===== config.mk =====
export PLATFORM = sky130hd
export DESIGN_NAME = sfbd_ctrl
export DESIGN_NICKNAME = d
export VERILOG_FILES = /design/src/hw/rtl/sfbd_pkg.sv /design/src/hw/rtl/sfbd_ctrl.sv
export SDC_FILE = /design/constraint.sdc
export NUM_CORES = 1
export LEC_CHECK = 0
export BUFFER_PORTS_ARGS = -buffer_cell sky130_fd_sc_hd__buf_2
export CORE_AREA = 2 2 39 41
export DETAILED_ROUTE_END_ITERATION = 10
export DIE_AREA = 0 0 41 43
export PLACE_DENSITY = 0.44
export SLEW_MARGIN = 15
export SYNTH_ARGS = -nofsm -noshare
export SYNTH_HDL_FRONTEND = slang
export SYNTH_SLANG_ARGS = --single-unit

===== constraint.sdc =====
create_clock -name clk -period 1.41 [get_ports clk]
set_input_delay 0.141 -clock clk [delete_from_list [all_inputs] [get_ports clk]]
set_output_delay 0.141 -clock clk [all_outputs]
set_load 0.02 [all_outputs]

===== src/hw/rtl/sfbd_pkg.sv =====
// Shared types and codes for the shadow framebuffer diff/update block.
package sfbd_pkg;

    // One request transaction
    typedef struct packed {
        logic [1:0] req_type;
        logic [7:0] x_pos;
        logic [6:0] y_pos;
        logic [7:0] span_width;
        logic [7:0] span_height;
    } req_t;

    // One redraw result transaction
    typedef struct packed {
        logic [7:0] pix_x;
        logic [6:0] pix_y;
        logic       level;
        logic       changed;
        logic       last;
    } res_t;

    localparam logic [1:0] REQ_SET     = 2'd0;
    localparam logic [1:0] REQ_CLEAR   = 2'd1;
    localparam logic [1:0] REQ_REGION  = 2'd2;
    localparam logic [1:0] REQ_REFRESH = 2'd3;

    // Controller to datapath
    typedef struct packed {
        logic init_wr;
        logic load;
        logic row_rd;
        logic draw_wr;
        logic row_next;
        logic col_step;
        logic finish;
    } cmd_t;

    // Datapath to controller
    typedef struct packed {
        logic init_last;
        logic is_refresh;
        logic more_rows;
        logic span_done;
        logic can_push;
    } stat_t;

endpackage


===== src/hw/rtl/sfbd_ctrl.sv =====
// Controller: sequences clearing pass, pixel/region writes and refresh walks.
module sfbd_ctrl (
    input  logic            clk,
    input  logic            rst_n,
    input  logic            in_valid,
    output logic            in_stall,
    input  sfbd_pkg::stat_t stat,
    output sfbd_pkg::cmd_t  cmd
);

    localparam logic [2:0] ST_INIT = 3'd0;
    localparam logic [2:0] ST_IDLE = 3'd1;
    localparam logic [2:0] ST_RD   = 3'd2;
    localparam logic [2:0] ST_MOD  = 3'd3;
    localparam logic [2:0] ST_WALK = 3'd4;
    localparam logic [2:0] ST_FIN  = 3'd5;

    logic [2:0] state_reg;
    logic [2:0] state_next;

    always_comb
    begin
        state_next = state_reg;
        cmd        = '0;
        case (state_reg)
            ST_INIT:
            begin
                cmd.init_wr = 1'b1;
                if (stat.init_last)
                    state_next = ST_IDLE;
            end
            ST_IDLE:
            begin
                if (in_valid)
                begin
                    cmd.load   = 1'b1;
                    state_next = ST_RD;
                end
            end
            ST_RD:
            begin
                cmd.row_rd = 1'b1;
                state_next = stat.is_refresh ? ST_WALK : ST_MOD;
            end
            ST_MOD:
            begin
                cmd.draw_wr = 1'b1;
                if (stat.more_rows)
                begin
                    cmd.row_next = 1'b1;
                    state_next   = ST_RD;
                end
                else
                    state_next = ST_IDLE;
            end
            ST_WALK:
            begin
                if (stat.span_done)
                    state_next = ST_FIN;
                else if (stat.can_push)
                    cmd.col_step = 1'b1;
            end
            ST_FIN:
            begin
                if (stat.can_push)
                begin
                    cmd.finish = 1'b1;
                    state_next = ST_IDLE;
                end
            end
            default:
                state_next = ST_IDLE;
        endcase
    end

    always_ff @(posedge clk or negedge rst_n)
    begin
        if (!rst_n)
            state_reg <= ST_INIT;
        else
            state_reg <= state_next;
    end

    assign in_stall = state_reg != ST_IDLE;

endmodule


==> summary.md, run 1 <==
| Metric | Value |
|---|---|
| Combinational group share of total power | 66.2% |
| I/O pins | 16 |
| Worst-Margin Slew | 186 ps |
| Nets | 60 |
| DP Area | 364 um2 |
| Crit-path max cell delay | 410 ps |
| CTS max path bufs | 2 |
| DR DRC count | 0 |
| Peak supply drop | 527 uV |
| CP required | 1270 ps |
| Critical Path AT | 1220 ps |
| Clk root buf | clkbuf_4 |
| Run status | complete, no violations |
| Initial antenna violation count | 0 |
| Switching Fraction | 44.1% |
| ANT cells | 0 |
| Post-DP HPWL | 469 um |
| DRT iter0 DRCs | 1 |
| Number of synthesized flops with an enable pin | 0 |
| Crit. path cell count | 3 |
| Max-Cap Viols | 0 |
| Synth cell count leaders | dfrtp_1 (3), nand2_1 (3), nand2b_1 (3), nor2_1 (3) |
| CP bufs+invs | 2 |
| Post-synth ARST share | 100% |
| Critical-path cell list | buf_12 -> nor4_2 -> buf_2 |
| Worst slew margin | 87.5% |
| Starting Density | 19.4% |
| Hold Startpoint | stat[3] |
| Port buffer count | 15 |
| Top area cells in the synthesized netlist | dfrtp_1 (28%), buf_6 (8.4%), nand2b_1 (7.0%) |
| P_int | 0.568 mW |
| Final Instance Area | 448 um2 |
| Critical path class | register to primary output |
| Area of the multi-input gates | 181 um2 |
| Core ar. | 0.00138 mm2 |
| Yosys top cell area share | 27.9% |
| Final WL | 640 um |
| Antenna Nets Post-Route | 0 |
| Via count | 283 |
| Max frequency | 0.737 GHz |
| Ys Warns | 0 |
| Startpoint types | register |
| Cells on worst reg2reg path | 4 |
| Router iterations before antenna repair | 4 |
| GPL Wtd Cong | 0.662 |
| WL/cell | 9.55 um |
| Clk Latency, worst-skew pair | 230 ps |
| Leakage | 0.204 nW |
| Total track usage | 9.87% |
| Worst hold path type | input port to register |
| Core Util, Final | 32.4% |
| Die Y | 43 um |
| Largest area contributor in the netlist | dfrtp_1 |
| #FFs+latches synth | 3 |
| Netlist cell types | 19 |
| Final Hold Fails | 0 |
| Max Slew Vio Count | 0 |
| Clk_skew | 1.92 ps |
| Cell Area, Synth | 269 um2 |
| Worst path top cell family by delay | flip-flops |
| Fin Setup TNS | 0 ps |
| CTS tree | yes |
| Vias in the first global route | 264 |
| Power Dens Cells | 2270 mW/mm2 |
| Synthesized Nets | 37 |
| Tmin final | 1360 ps |
| First-pass GRT wire length | 1.06 mm |
| Max FFs per register | 3 |
| Total power | 1.02 mW |
| Share of cells above drive strength 1 | 68.6% |
| H-tree levels | 1 |
| Max Fanout on Critical Path | 8 |
| Register area | 78.8 um2 |
| Syn Inst Count | 29 |
| Sequential fraction of the synthesis area | 27.9% |
| CP max stage cell | dfrtp_2 |
| Layout area overhead | 66.5% |
| Gr ovfl total | 0 |
| Total CTS buffers | 3 |
| Clock transition at path regs | 40 ps |
| Final setup fails | 0 |
| WHS Path Cells | 2 |
| Clock share of power | 14.7% |
| Synth Area per Inst | 9.28 um2 |
| Largest net degree at the start of global routing | 9 |
| Seq pwr share | 19.1% |
| Endpoint, Worst Hold | state_reg[2] |
| Filler Cells Inserted | 141 |
| Sinks on Clock Net | 3 |
| Die width | 41 um |
| Vias/cell | 4.22 |
| FF-to-FF End | state_reg[1] |
| # rows | 14 |
| Period utilization | 96.2% |
| Worst R2R Start | state_reg[1] |
| R2R Setup Slk | 270 ps |
| Die ar. | 0.00176 mm2 |
| Switch Pwr | 0.448 mW |
| RSZ-0062 raised after global routing | false |
| CP Capture Type | primary output |
| Post-synth top flop | dfrtp_1 |
[worst register-to-register path, cell delays in order, from the launching register on]
cell     delay [ps]
dfrtp_2         370
buf_4           130
mux2_2          330
a21oi_1         140
nor2_1           50
[power groups by stage]
stage / registers [mW] / logic, mW / clock network, mW
floorplan: 0.141 / 0.471 / 0
global placement: 0.197 / 0.567 / 0
detailed placement: 0.198 / 0.563 / 0
CTS: 0.202 / 0.615 / 0.156
global route: 0.200 / 0.728 / 0.161
finish: 0.194 / 0.672 / 0.149
[layer usage]
layer	vias to the layer above	routed length (um)	GRT usage, %
met5	-	0	0
met4	0	25	14.0
met3	2	40	3.14
met2	13	307	11.3
met1	123	266	11.4
li1	145	-	-
[final cells by class]
cell class	count	area share, %
repair buffers	21	30.7
clock buffers	4	5.87
flip-flops and latches	3	17.6
multi-input cells	22	40.5
well taps	16	4.47
inverters	1	0.838
[how the worst max path moves through the flow]
stage	slack, ps	to	startpoint
3_5_place_dp	180	cmd[5]	state_reg[2]
4_1_cts	20	cmd[1]	state_reg[1]
2_1_floorplan	40	cmd[1]	state_reg[0]
6_report	50	cmd[1]	state_reg[1]
5_1_grt	10	cmd[1]	state_reg[1]
3_3_place_gp	210	cmd[5]	state_reg[2]
[per-stage QoR]
stage / std cells / worst slack, ps / hold slack [ps]
floorplan: 29 / 36.6 / -155
global placement: 59 / 208 / -59.7
detailed placement: 59 / 184 / -57.6
CTS: 65 / 18.9 / 169
global route: 67 / 13.2 / 177
finish: 67 / 54.0 / 171
[cell families after synthesis]
logic type | share of synthesized area, %
DFF | 27.9
buffers and inverters | 11.6
muxes | 4.19
AOI/OAI and AO/OA | 16.3
and+or+nand+nor | 40.0
[cell usage in the layout (no fill, tap or decap), types with 2 or more instances in the layout]
cell and count:
buf_2 14, buf_4 5, nand2_1 3, nor2_1 3, clkbuf_4 3, dfrtp_2 3
nand2b_1 2, nor3b_1 2
[timing repair]
item | 4_1_cts | 5_1_grt
gates resized for setup | 3 | 4
setup endpoints to repair | 3 | 3
endpoints found under the hold margin | 3 | 0
hold buffers | 1 | 0
buffers inserted | 1 | 2
(Power assumes the default switching activity.)
==> inputs of run 2 (changes only) <==
--- a/config.mk
+++ b/config.mk
@@ -5,11 +5,12 @@
 export SDC_FILE = /design/constraint.sdc
 export NUM_CORES = 1
 export LEC_CHECK = 0
+export ABC_AREA = 1
 export BUFFER_PORTS_ARGS = -buffer_cell sky130_fd_sc_hd__buf_2
 export CORE_AREA = 2 2 39 41
 export DETAILED_ROUTE_END_ITERATION = 10
 export DIE_AREA = 0 0 41 43
-export PLACE_DENSITY = 0.44
+export PLACE_DENSITY = 0.48
 export SLEW_MARGIN = 15
 export SYNTH_ARGS = -nofsm -noshare
 export SYNTH_HDL_FRONTEND = slang
==> summary.md, run 2 <==
| Metric | Value |
|---|---|
| Worst R2R Start | state_reg[0] |
| Max Fanout on Critical Path | 5 |
| Layout area overhead | 40.7% |
| Clk root buf | clkbuf_4 |
| DR DRC count | 0 |
| Synthesized Nets | 53 |
| Synth cell count leaders | nor2_1 (10), nand2_1 (7), inv_2 (4) |
| Share of cells above drive strength 1 | 52.3% |
| Max FFs per register | 3 |
| Peak supply drop | 514 uV |
| Sequential fraction of the synthesis area | 24.2% |
| Critical path class | register to primary output |
| Hold Startpoint | stat[3] |
| Period utilization | 94.0% |
| DRT iter0 DRCs | 9 |
| Final Instance Area | 437 um2 |
| Antenna Nets Post-Route | 0 |
| I/O pins | 16 |
| Vias in the first global route | 318 |
| GPL Wtd Cong | 0.792 |
| Router iterations before antenna repair | 4 |
| Post-synth top flop | dfrtp_1 |
| Sinks on Clock Net | 3 |
| Critical Path AT | 1180 ps |
| WL/cell | 9.12 um |
| Total power | 0.883 mW |
| Gr ovfl total | 0 |
| CP required | 1270 ps |
| Commonest non-fill, non-tap cell in the layout | buf_2 |
| Top area cells in the synthesized netlist | dfrtp_1 (24%), nor2_1 (12%), nand2_1 (8.5%) |
| First-pass GRT wire length | 1.31 mm |
| Via count | 336 |
| Fin Setup TNS | 0 ps |
| Final setup fails | 0 |
| Netlist cell types | 16 |
| Startpoint types | register |
| Power Dens Cells | 2020 mW/mm2 |
| # rows | 14 |
| Critical path origin | state_reg[0] |
| Area of the multi-input gates | 186 um2 |
| CP Capture Type | primary output |
| Post-synth ARST share | 100% |
| Yosys top cell area share | 24.2% |
| CTS tree | yes |
| Max-Cap Viols | 0 |
| Final Hold Fails | 0 |
| Worst hold slack | 208 ps |
| Synth Area per Inst | 6.90 um2 |
| Core ar. | 0.00138 mm2 |
| Die ar. | 0.00176 mm2 |
| Filler Cells Inserted | 162 |
| Most frequent cell after synthesis | nor2_1 |
| Worst hold path type | input port to register |
| Core Util, Final | 31.6% |
| Largest area contributor in the netlist | dfrtp_1 |
| Total CTS buffers | 3 |
| Critical-path cell list | buf_4 -> nor3_2 -> buf_2 |
| Clk_skew | 1.34 ps |
| CTS max path bufs | 2 |
| Final WL | 739 um |
| Total track usage | 11.0% |
| Crit-path max cell delay | 440 ps |
| Largest net degree at the start of global routing | 9 |
| Worst slew margin | 87.8% |
| Tmin final | 1330 ps |
| Worst path top cell family by delay | flip-flops |
| Clock transition at path regs | 30 ps |
| Vias/cell | 4.15 |
| CP max stage cell | dfrtp_2 |
| Die width | 41 um |
| #FFs+latches synth | 3 |
| Starting Density | 22.4% |
| Max frequency | 0.755 GHz |
| Post-DP HPWL | 593 um |
| Die Y | 43 um |
| R2R Setup Slk | 330 ps |
| DP Area | 383 um2 |
| Worst-Margin Slew | 183 ps |
| Initial antenna violation count | 0 |
| Nets | 74 |
| Most frequent cells in the layout | buf_2 (15), nor2_1 (10), nand2_1 (7) |
| Number of synthesized flops with an enable pin | 0 |
| Max Slew Vio Count | 0 |
| Syn Inst Count | 45 |
| ANT cells | 0 |
| Ys Warns | 0 |
| CP bufs+invs | 2 |
| H-tree levels | 1 |
| Register area | 77.6 um2 |
| Run status | complete, no violations |
| Leakage | 0.247 nW |
| Clk Latency, worst-skew pair | 230 ps |
| Cell Area, Synth | 310 um2 |
| Port buffer count | 15 |
==> run 2: per-layer routing <==
metal	up-vias	GRT usage [%]	wire, um
li1	183	-	-
met1	144	15.5	317
met2	9	15.0	379
met3	0	2.09	42
met4	0	6.00	0
met5	-	0	0
==> run 2: final cells by class <==
class | count | area share [%]
repair buffers | 18 | 22.9
flip-flops and latches | 3 | 17.8
well taps | 16 | 4.58
clock buffers | 4 | 6.02
inverters | 7 | 6.02
multi-input cells | 33 | 42.7
==> run 2: final timing paths <==
check,to,depth (start not counted)
min reg2reg,state_reg[0],4
min,state_reg[2],3
max,cmd[4],3
min in group asynchronous,state_reg[1],2
max reg2reg,state_reg[1],6
max in group asynchronous,state_reg[0],2
==> run 2: tightest hold or removal path, stage by stage <==
cell and delay, ps:
buf_2 80, a21oi_1 70, o21bai_1 110
==> run 2: repair_timing <==
item / 4_1_cts / 5_1_grt
hold buffers: 1 / 0
gates cloned: 0 / 0
endpoints found under the setup margin: 2 / 3
setup buffers: 0 / 2
endpoints found under the hold margin: 3 / 0
resized for setup: 1 / 1
==> run 2: cells by family (layout without fill, tap and decap cells) <==
| kind of cell | Yosys count | after routing | share of synthesized area (%) |
|---|---|---|---|
| compound gates | 2 | 2 | 4.03 |
| buf+inv | 9 | 29 | 15.7 |
| flops | 3 | 3 | 24.2 |
| simple gates | 31 | 31 | 56.0 |
==> run 2: report_power, final <==
| group | internal [mW] | switching (mW) | leakage (nW) |
|---|---|---|---|
| sequential | 0.125 | 0.0609 | 0.0357 |
| combinational | 0.209 | 0.343 | 0.196 |
| clock | 0.106 | 0.0398 | 0.0150 |
==> run 2: metrics by stage <==
| step | worst slack (ps) | cells |
|---|---|---|
| after floorplan | 209 | 45 |
| after global placement | 226 | 74 |
| after detailed placement | 226 | 74 |
| after CTS | 41.2 | 79 |
| after global routing | -0.924 | 81 |
| final | 84.9 | 81 |
